$ cat src/wat_pkg.sv
// wat_pkg: types, codes and sizes shared by the weekly alarm table.
// Used by wat_cell, wat_head and weekly_alarm_table.
package wat_pkg;

  localparam int MAX_ENTRIES = 8;
  localparam int IDX_W = (MAX_ENTRIES > 1) ? $clog2(MAX_ENTRIES) : 1;
  localparam int CNT_W = $clog2(MAX_ENTRIES + 1);

  localparam logic [4:0] HOUR_LIMIT   = 5'd23;
  localparam logic [5:0] MINUTE_LIMIT = 6'd59;

  localparam logic [1:0] FUNC_ADD    = 2'd0;
  localparam logic [1:0] FUNC_REMOVE = 2'd1;
  localparam logic [1:0] FUNC_CLEAR  = 2'd2;
  localparam logic [1:0] FUNC_CHECK  = 2'd3;

  localparam logic [1:0] STAT_OK        = 2'd0;
  localparam logic [1:0] STAT_FULL      = 2'd1;
  localparam logic [1:0] STAT_INVALID   = 2'd2;
  localparam logic [1:0] STAT_NOT_FOUND = 2'd3;

  typedef struct packed {
    logic [7:0] id;
    logic [4:0] hour;
    logic [5:0] minute;
    logic [6:0] weekdays;
    logic       active;
  } entry_t;

  typedef struct packed {
    logic [1:0] func;
    logic [7:0] entry_id;
    logic [4:0] entry_hour;
    logic [5:0] entry_minute;
    logic [6:0] entry_weekdays;
    logic       entry_active;
    logic [2:0] now_weekday;
    logic [4:0] now_hour;
    logic [5:0] now_minute;
  } cmd_t;

  typedef struct packed {
    logic [1:0] status;
    logic [7:0] assigned_id;
    logic       due;
    logic [3:0] entry_count;
  } res_t;

  typedef struct packed {
    logic             found;
    logic [IDX_W-1:0] pos;
    logic [7:0]       max_id;
    logic             hit;
  } scan_t;

endpackage

$ cat src/wat_cell.sv
// wat_cell: one table slot of the ring; loads a new entry or takes its neighbor's.
// Depends on wat_pkg.
module wat_cell (
  input  logic            clk_i,
  input  logic            load_i,
  input  logic            shift_i,
  input  wat_pkg::entry_t load_data_i,
  input  wat_pkg::entry_t nbr_i,
  output wat_pkg::entry_t entry_o
);
  import wat_pkg::*;

  entry_t entry_q, entry_d;

  always_comb begin
    priority if (load_i) begin
      entry_d = load_data_i;
    end else if (shift_i) begin
      entry_d = nbr_i;
    end else begin
      entry_d = entry_q;
    end
  end

  always_ff @(posedge clk_i) begin
    entry_q <= entry_d;
  end

  assign entry_o = entry_q;

endmodule

$ cat src/wat_head.sv
// wat_head: scan unit at the head of the ring; collects id match, largest id and alarm hit.
// Depends on wat_pkg.
module wat_head (
  input  logic                    clk_i,
  input  logic                    rst_ni,
  input  logic                    init_i,
  input  logic                    step_i,
  input  logic [wat_pkg::IDX_W-1:0] idx_i,
  input  wat_pkg::entry_t         entry_i,
  input  wat_pkg::cmd_t           cmd_i,
  output wat_pkg::scan_t          scan_o
);
  import wat_pkg::*;

  scan_t      scan_q, scan_d;
  logic       id_eq;
  logic       day_hit;
  logic       hit_now;
  logic [7:0] day_vec;

  always_comb begin
    day_vec = {1'b0, entry_i.weekdays};
    day_hit = day_vec[cmd_i.now_weekday];
    id_eq   = (entry_i.id == cmd_i.entry_id);
    hit_now = entry_i.active && day_hit && (entry_i.hour == cmd_i.now_hour) &&
              (entry_i.minute == cmd_i.now_minute);
    scan_d = scan_q;
    if (init_i) begin
      scan_d = '0;
    end else if (step_i) begin
      if (id_eq && !scan_q.found) begin
        scan_d.found = 1'b1;
        scan_d.pos   = idx_i;
      end
      if (entry_i.id > scan_q.max_id) begin
        scan_d.max_id = entry_i.id;
      end
      scan_d.hit = scan_q.hit | hit_now;
    end
  end

  always_ff @(posedge clk_i or negedge rst_ni) begin
    if (!rst_ni) begin
      scan_q <= '0;
    end else begin
      scan_q <= scan_d;
    end
  end

  assign scan_o = scan_q;

endmodule

$ cat src/weekly_alarm_table.sv
// weekly_alarm_table: top level; ring of wat_cell slots, wat_head scan unit, command sequencer.
// Depends on wat_pkg, wat_cell and wat_head.
//
//   channel   direction  signals                      handshake
//   command   in         start, busy, cmd_i           taken when start && !busy
//   result    out        res_valid_o, res_o           one-cycle strobe, no backpressure
//   config    in         cfg_we_i, cfg_wdata_i        written when cfg_we_i
//
// Every item passes through the scan state and then the apply state before its result
// strobe: the ring rotates once through all MAX_ENTRIES cells past the scan unit, then
// the apply state performs the add, remove or clear, or evaluates the check. busy stays
// high through both states, so an item is taken only once its predecessor is through;
// the next item can be taken in the cycle its predecessor's result is shown. Reset
// empties the table (count to zero) and sets global enable; no clearing pass is needed.
module weekly_alarm_table (
  input  logic          clk_i,
  input  logic          rst_ni,
  input  logic          start,
  output logic          busy,
  input  wat_pkg::cmd_t cmd_i,
  output logic          res_valid_o,
  output wat_pkg::res_t res_o,
  input  logic          cfg_we_i,
  input  logic          cfg_wdata_i
);
  import wat_pkg::*;

  localparam logic [1:0] S_IDLE = 2'd0;
  localparam logic [1:0] S_SCAN = 2'd1;
  localparam logic [1:0] S_FIN  = 2'd2;

  logic [1:0]       state_q, state_d;
  logic [IDX_W-1:0] k_q, k_d;
  logic [CNT_W-1:0] count_q, count_d;
  logic             gen_q;
  cmd_t             cmd_q;
  res_t             res_q, res_d;
  logic             res_valid_q;
  logic             accept;
  logic             fin;
  logic             fields_ok;
  logic             add_ok;
  logic             rm_ok;
  logic [7:0]       new_id;
  entry_t           new_entry;
  scan_t            scan;
  entry_t           cell_q [MAX_ENTRIES];
  logic [MAX_ENTRIES-1:0] load;
  logic [MAX_ENTRIES-1:0] shift;

  assign busy   = (state_q != S_IDLE);
  assign accept = start && !busy;
  assign fin    = (state_q == S_FIN);

  always_comb begin
    fields_ok = (cmd_q.entry_hour <= HOUR_LIMIT) && (cmd_q.entry_minute <= MINUTE_LIMIT) &&
                (cmd_q.entry_weekdays != 7'd0);
    add_ok = (cmd_q.func == FUNC_ADD) && (count_q < CNT_W'(MAX_ENTRIES)) && fields_ok &&
             !scan.found;
    rm_ok  = (cmd_q.func == FUNC_REMOVE) && scan.found;
    new_id = (cmd_q.entry_id == 8'd0) ? (scan.max_id + 8'd1) : cmd_q.entry_id;
    new_entry.id       = new_id;
    new_entry.hour     = cmd_q.entry_hour;
    new_entry.minute   = cmd_q.entry_minute;
    new_entry.weekdays = cmd_q.entry_weekdays;
    new_entry.active   = cmd_q.entry_active;
  end

  // ring of cells, each takes from its upper neighbor
  for (genvar i = 0; i < MAX_ENTRIES; i++) begin : g_cell
    assign load[i]  = fin && add_ok && (count_q == CNT_W'(i));
    assign shift[i] = (state_q == S_SCAN) || (fin && rm_ok && (IDX_W'(i) >= scan.pos));
    wat_cell u_cell (
      .clk_i       (clk_i),
      .load_i      (load[i]),
      .shift_i     (shift[i]),
      .load_data_i (new_entry),
      .nbr_i       (cell_q[(i + 1) % MAX_ENTRIES]),
      .entry_o     (cell_q[i])
    );
  end

  wat_head u_head (
    .clk_i   (clk_i),
    .rst_ni  (rst_ni),
    .init_i  (accept),
    .step_i  ((state_q == S_SCAN) && (CNT_W'(k_q) < count_q)),
    .idx_i   (k_q),
    .entry_i (cell_q[0]),
    .cmd_i   (cmd_q),
    .scan_o  (scan)
  );

  always_comb begin
    state_d = state_q;
    k_d     = k_q;
    count_d = count_q;
    res_d   = res_q;
    unique case (state_q)
      S_IDLE: begin
        if (accept) begin
          state_d = S_SCAN;
          k_d     = '0;
        end
      end
      S_SCAN: begin
        if (k_q == IDX_W'(MAX_ENTRIES - 1)) begin
          state_d = S_FIN;
        end else begin
          k_d = k_q + 1'b1;
        end
      end
      S_FIN: begin
        state_d           = S_IDLE;
        res_d.status      = STAT_OK;
        res_d.assigned_id = 8'd0;
        res_d.due         = 1'b0;
        unique case (cmd_q.func)
          FUNC_ADD: begin
            priority if (count_q >= CNT_W'(MAX_ENTRIES)) begin
              res_d.status = STAT_FULL;
            end else if (!fields_ok || scan.found) begin
              res_d.status = STAT_INVALID;
            end else begin
              res_d.assigned_id = new_id;
              count_d           = count_q + 1'b1;
            end
          end
          FUNC_REMOVE: begin
            if (rm_ok) begin
              count_d = count_q - 1'b1;
            end else begin
              res_d.status = STAT_NOT_FOUND;
            end
          end
          FUNC_CLEAR: begin
            count_d = '0;
          end
          FUNC_CHECK: begin
            res_d.due = gen_q && scan.hit;
          end
          default: ;
        endcase
        res_d.entry_count = 4'(count_d);
      end
      default: begin
        state_d = S_IDLE;
      end
    endcase
  end

  always_ff @(posedge clk_i or negedge rst_ni) begin
    if (!rst_ni) begin
      state_q     <= S_IDLE;
      k_q         <= '0;
      count_q     <= '0;
      gen_q       <= 1'b1;
      res_valid_q <= 1'b0;
    end else begin
      state_q     <= state_d;
      k_q         <= k_d;
      count_q     <= count_d;
      res_valid_q <= fin;
      if (cfg_we_i) begin
        gen_q <= cfg_wdata_i;
      end
    end
  end

  always_ff @(posedge clk_i) begin
    if (accept) begin
      cmd_q <= cmd_i;
    end
    res_q <= res_d;
  end

  assign res_valid_o = res_valid_q;
  assign res_o       = res_q;

`ifndef SYNTHESIS
  a_count_bound: assert property (@(posedge clk_i) disable iff (!rst_ni)
    count_q <= CNT_W'(MAX_ENTRIES))
    else $error("entry count above table size");

  a_strobe_after_fin: assert property (@(posedge clk_i) disable iff (!rst_ni)
    fin |=> res_valid_o && !busy)
    else $error("result strobe missing after apply cycle");

  a_accept_scan: assert property (@(posedge clk_i) disable iff (!rst_ni)
    accept |=> (state_q == S_SCAN) && (k_q == '0))
    else $error("accepted item did not start a scan");

  a_scan_step: assert property (@(posedge clk_i) disable iff (!rst_ni)
    (state_q == S_SCAN) && (k_q != IDX_W'(MAX_ENTRIES - 1)) |=>
      (state_q == S_SCAN) && (k_q == $past(k_q) + 1'b1))
    else $error("scan index did not advance");

  a_count_step: assert property (@(posedge clk_i) disable iff (!rst_ni)
    !fin |=> count_q == $past(count_q))
    else $error("entry count changed outside apply cycle");
`endif

endmodule
$ cat config.mk
export PLATFORM = sky130hd
export DESIGN_NAME = weekly_alarm_table
export DESIGN_NICKNAME = d
export VERILOG_FILES = /design/src/wat_pkg.sv /design/src/wat_cell.sv /design/src/wat_head.sv /design/src/weekly_alarm_table.sv
export SDC_FILE = /design/constraint.sdc
export NUM_CORES = 1
export LEC_CHECK = 0
export ABC_AREA = 1
export BUFFER_PORTS_ARGS = -buffer_cell sky130_fd_sc_hd__buf_4
export CAP_MARGIN = 20
export CELL_PAD_IN_SITES_DETAIL_PLACEMENT = 0
export CELL_PAD_IN_SITES_GLOBAL_PLACEMENT = 1
export CORE_MARGIN = 2
export CORE_UTILIZATION = 31
export CTS_BUF_LIST = sky130_fd_sc_hd__clkbuf_2 sky130_fd_sc_hd__clkbuf_4 sky130_fd_sc_hd__clkbuf_8
export DETAILED_ROUTE_END_ITERATION = 12
export PLACE_DENSITY = 0.58
export REMOVE_ABC_BUFFERS = 1
export SYNTH_ARGS = -nofsm -noshare
export SYNTH_HDL_FRONTEND = slang
export SYNTH_SLANG_ARGS = --single-unit
$ cat constraint.sdc
create_clock -name clk_i -period 4.8 [get_ports clk_i]
set_clock_uncertainty 0.15 [all_clocks]
set_input_delay 0.72 -clock clk_i [delete_from_list [all_inputs] [get_ports clk_i]]
set_output_delay 0.72 -clock clk_i [all_outputs]
set_load 0.02 [all_outputs]
==> impl_metrics.ini <==
[floorplanning]
die_y_um = 209.9
fp.dieW_um = 209.9
fp.dieArea_um2 = 44040
ios = 65
row_count = 75
start_util_pct = 31.39
core_um2 = 41850

[timing]
post-route-period-util_pct = 70.46
fin_crit_ns = 3.382
hold_violations = 0
setup_ws_ns = 1.418
tightest_slew_ns = 1.053
slew-limit-headroom_pct = 29.71
fin_setup_tns_ns = 0
rsz0062_at_grt = false
max_freq_ghz = 0.2957
finalMaxSlewViolations = 0
setup_viol = 0

[setup_path]
critPathMaxStageDelay_ns = 0.67
worstPathRequired_ns = 4.95
crit_fanout = 55
ff2ff_setup_slack_ns = 1.42
cp-start-kind = register
crit_chain = nand2_1, o21ai_2, nor2_4, nand3_4, nor2_8, nand3_4, nand2_1, buf_4
end_kind = register
crit_slowest_cell = nand2_1
critPathArrivalTime_ns = 3.53
path_class = register to register
crit_buf_inv = 1
cp_top_family = simple AND/OR/NAND/NOR gates

[final_layout]
fill_cells = 4190
regArea_um2 = 8830
antenna_cells = 0
final_nets = 1295
multi_input_area_um2 = 3523
drive_gt1_share_pct = 15.02
instances_no_fill = 1811
syn2layout_area_growth_pct = 13.91
final_util_pct = 35.76

[logic_synthesis]
postSynthCellCount = 1140
synth_compound_area_share_pct = 10.73
ys_warn_count = 0
synth_simple_gate_area_share_pct = 13.84
synth_fa_ha_area_share_pct = 1.619
synth_top_family_by_area = simple AND/OR/NAND/NOR gates
synth.avg_cell_area_um2 = 11.52
synth-seq-cells = 298
synth_area_um2 = 13140
synth_xor_area_share_pct = 0.6000
synth.distinct_cells = 37
synthMuxAreaShare_pct = 0
yosysSeqAreaShare_pct = 67.21

[routing]
num_vias = 8518
highest_layer = met4
drtIter0Drc = 680
antenna_left = 0
met1_length_mm = 15.27
dr_wl_met3_mm = 1.500
route.detailed.drc = 0
firstDrtPassIters = 5
dr_wl_met2_mm = 15.06
vias_per_cell = 4.703
wl_per_cell_um = 18.12
wl_mm = 32.81

[cts]
clk_latency_ns = 0.63
h-tree-depth = 2
cts_setup_buffers = 0
cts_buffer_depth = 3
cts_tree = built
cts_root_buf = clkbuf_8
path_clk_slew_ns = 0.06
numClockSinks = 298
numCtsBuffers = 52
cts-resized-gates = 0

[place]
place_inst = 1713
globalplace.congestion = 0.8232
place_ws_ns = 1.380
dp.final_hpwl_mm = 21.21
portBuffers = 64

[power_and_ir_drop]
p_total_w = 0.009591
power_density_nw_per_um2 = 640.8
swShare_pct = 32.35
p_int_w = 0.006488
p_leak_nw = 6.199
ir_worst_vdd_v = 0.0002218
power_frac_clock_pct = 24.1
p_seq_share_pct = 52.0
comb_power_share_pct = 23.8
power.switching_w = 0.003103

[grt]
grt_pass1_vias = 8450
grt_usage_pct = 15.13
grt_pass1_wl_mm = 50.56
antenna_found_initial = 0
grt_max_degree = 56
gr-total-overflow = 0

[status]
outcome = complete, no violations

[min_path]
hp-class = input pin to register

[flow_run]
max-cap-violations = 0
[power by group through the flow]
stage | logic, W | registers, W | clock network (W)
6_report | 0.00229 | 0.00499 | 0.00231
3_3_place_gp | 0.00228 | 0.00505 | 0
4_1_cts | 0.00233 | 0.00501 | 0.00240
3_5_place_dp | 0.00232 | 0.00504 | 0
2_1_floorplan | 0.00160 | 0.00483 | 0
5_1_grt | 0.00264 | 0.00513 | 0.00250
[layer usage]
| layer | global-route usage (%) | vias up |
|---|---|---|
| met5 | 0 | - |
| met4 | 5.405 | 0 |
| met3 | 3.397 | 62 |
| met2 | 23.83 | 173 |
| met1 | 20.54 | 4103 |
| li1 | - | 4180 |
[flip-flops by register name (all words and copies together) (netlist names)]
signal and cells:
cmd_q 43, count_q 4, g_cell.u_cell.entry_o 216, gen_q 1, k_q 3, res_o 15
res_valid_o 1, state_q 2, u_head.scan_o 13
[layout make-up]
class                      instances  area share (%)
timing repair buffer              80           4.030
multi-input combinational        714           23.54
clock buffer                      69           5.760
clock inverter                    27           1.053
sequential                       298           59.00
inverter                          84           2.107
tap                              539           4.506
[synth_stat cells]
master	n	area, um2
dfstp_2	1	26.28
xnor2_1	2	17.52
nand2_1	309	1160
and2_1	1	6.260
ha_1	17	212.7
inv_1	82	307.8
a21oi_1	15	75.07
a31oi_1	3	18.77
nor2_8	2	40.04
nand3_4	9	157.7
nand4_1	8	50.05
a22o_1	1	8.760
inv_2	2	7.510
a21boi_0	1	7.510
nand2_2	1	6.260
o21ai_2	9	78.83
edfxtp_1	274	8228
buf_1	1	3.750
clkbuf_1	1	3.750
o21a_1	1	7.510
dfrtp_1	23	575.6
nor4_1	1	6.260
or2_2	1	6.260
nor2_1	49	183.9
nand3_1	29	145.1
o22ai_1	4	25.02
buf_4	2	15.01
nor2_4	1	11.26
o211ai_1	2	15.01
xor2_1	7	61.31
nor3_1	3	15.01
buf_6	40	450.4
o31ai_1	1	7.510
nand2_4	1	11.26
nor2_2	3	18.77
o21ai_0	33	165.2
o21ai_1	200	1001
[metrics by stage]
step                      instance area [um2]  hold slack (ns)
after floorplan                         12660           0.2744
after global placement                  13930           0.3355
after detailed placement                13930           0.3507
after CTS                               14960          0.05257
after global routing                    14970          0.07218
final                                   14970           0.1178
[layout by cell type, fill, tap and decap left out, types with 14 or more instances in the layout]
master    Yosys  routed
o21ai_0      33      32
o21ai_1     200     200
nand3_1      29      29
clkinv_1      0      16
inv_1        82      81
dfrtp_1      23      23
clkbuf_4      0      14
nand2_1     309     309
clkbuf_8      0      55
a21oi_1      15      15
buf_4         2      79
nor2_1       49      49
ha_1         17      17
edfxtp_1    274     274
[logic make-up (layout without fill, tap and decap cells)]
family,Yosys count,in the layout
and+or+nand+nor,418,418
AOI/OAI and AO/OA,270,270
buffers and inverters,128,260
DFF,298,298
adders and majority gates,17,17
xor gates and xnor gates,9,9
[final timing paths]
kind | startpoint | endpoint | cells past startpoint
setup reg to reg | cmd_q[25] | g_cell[5].u_cell.entry_o[11] | 8
hold reg to reg | gen_q | gen_q | 2
setup / recovery | cmd_q[25] | g_cell[5].u_cell.entry_o[11] | 8
hold / removal | cmd_i[4] | cmd_q[4] | 1
max in group asynchronous | rst_ni | gen_q | 2
min in group asynchronous | rst_ni | count_q[2] | 2
[repair_timing]
item | CTS | global route
hold buffers | 1 | 0
hold endpoints to repair | 23 | 0
endpoints found under the setup margin | 0 | 0
Power figures use the tool's default switching activity.
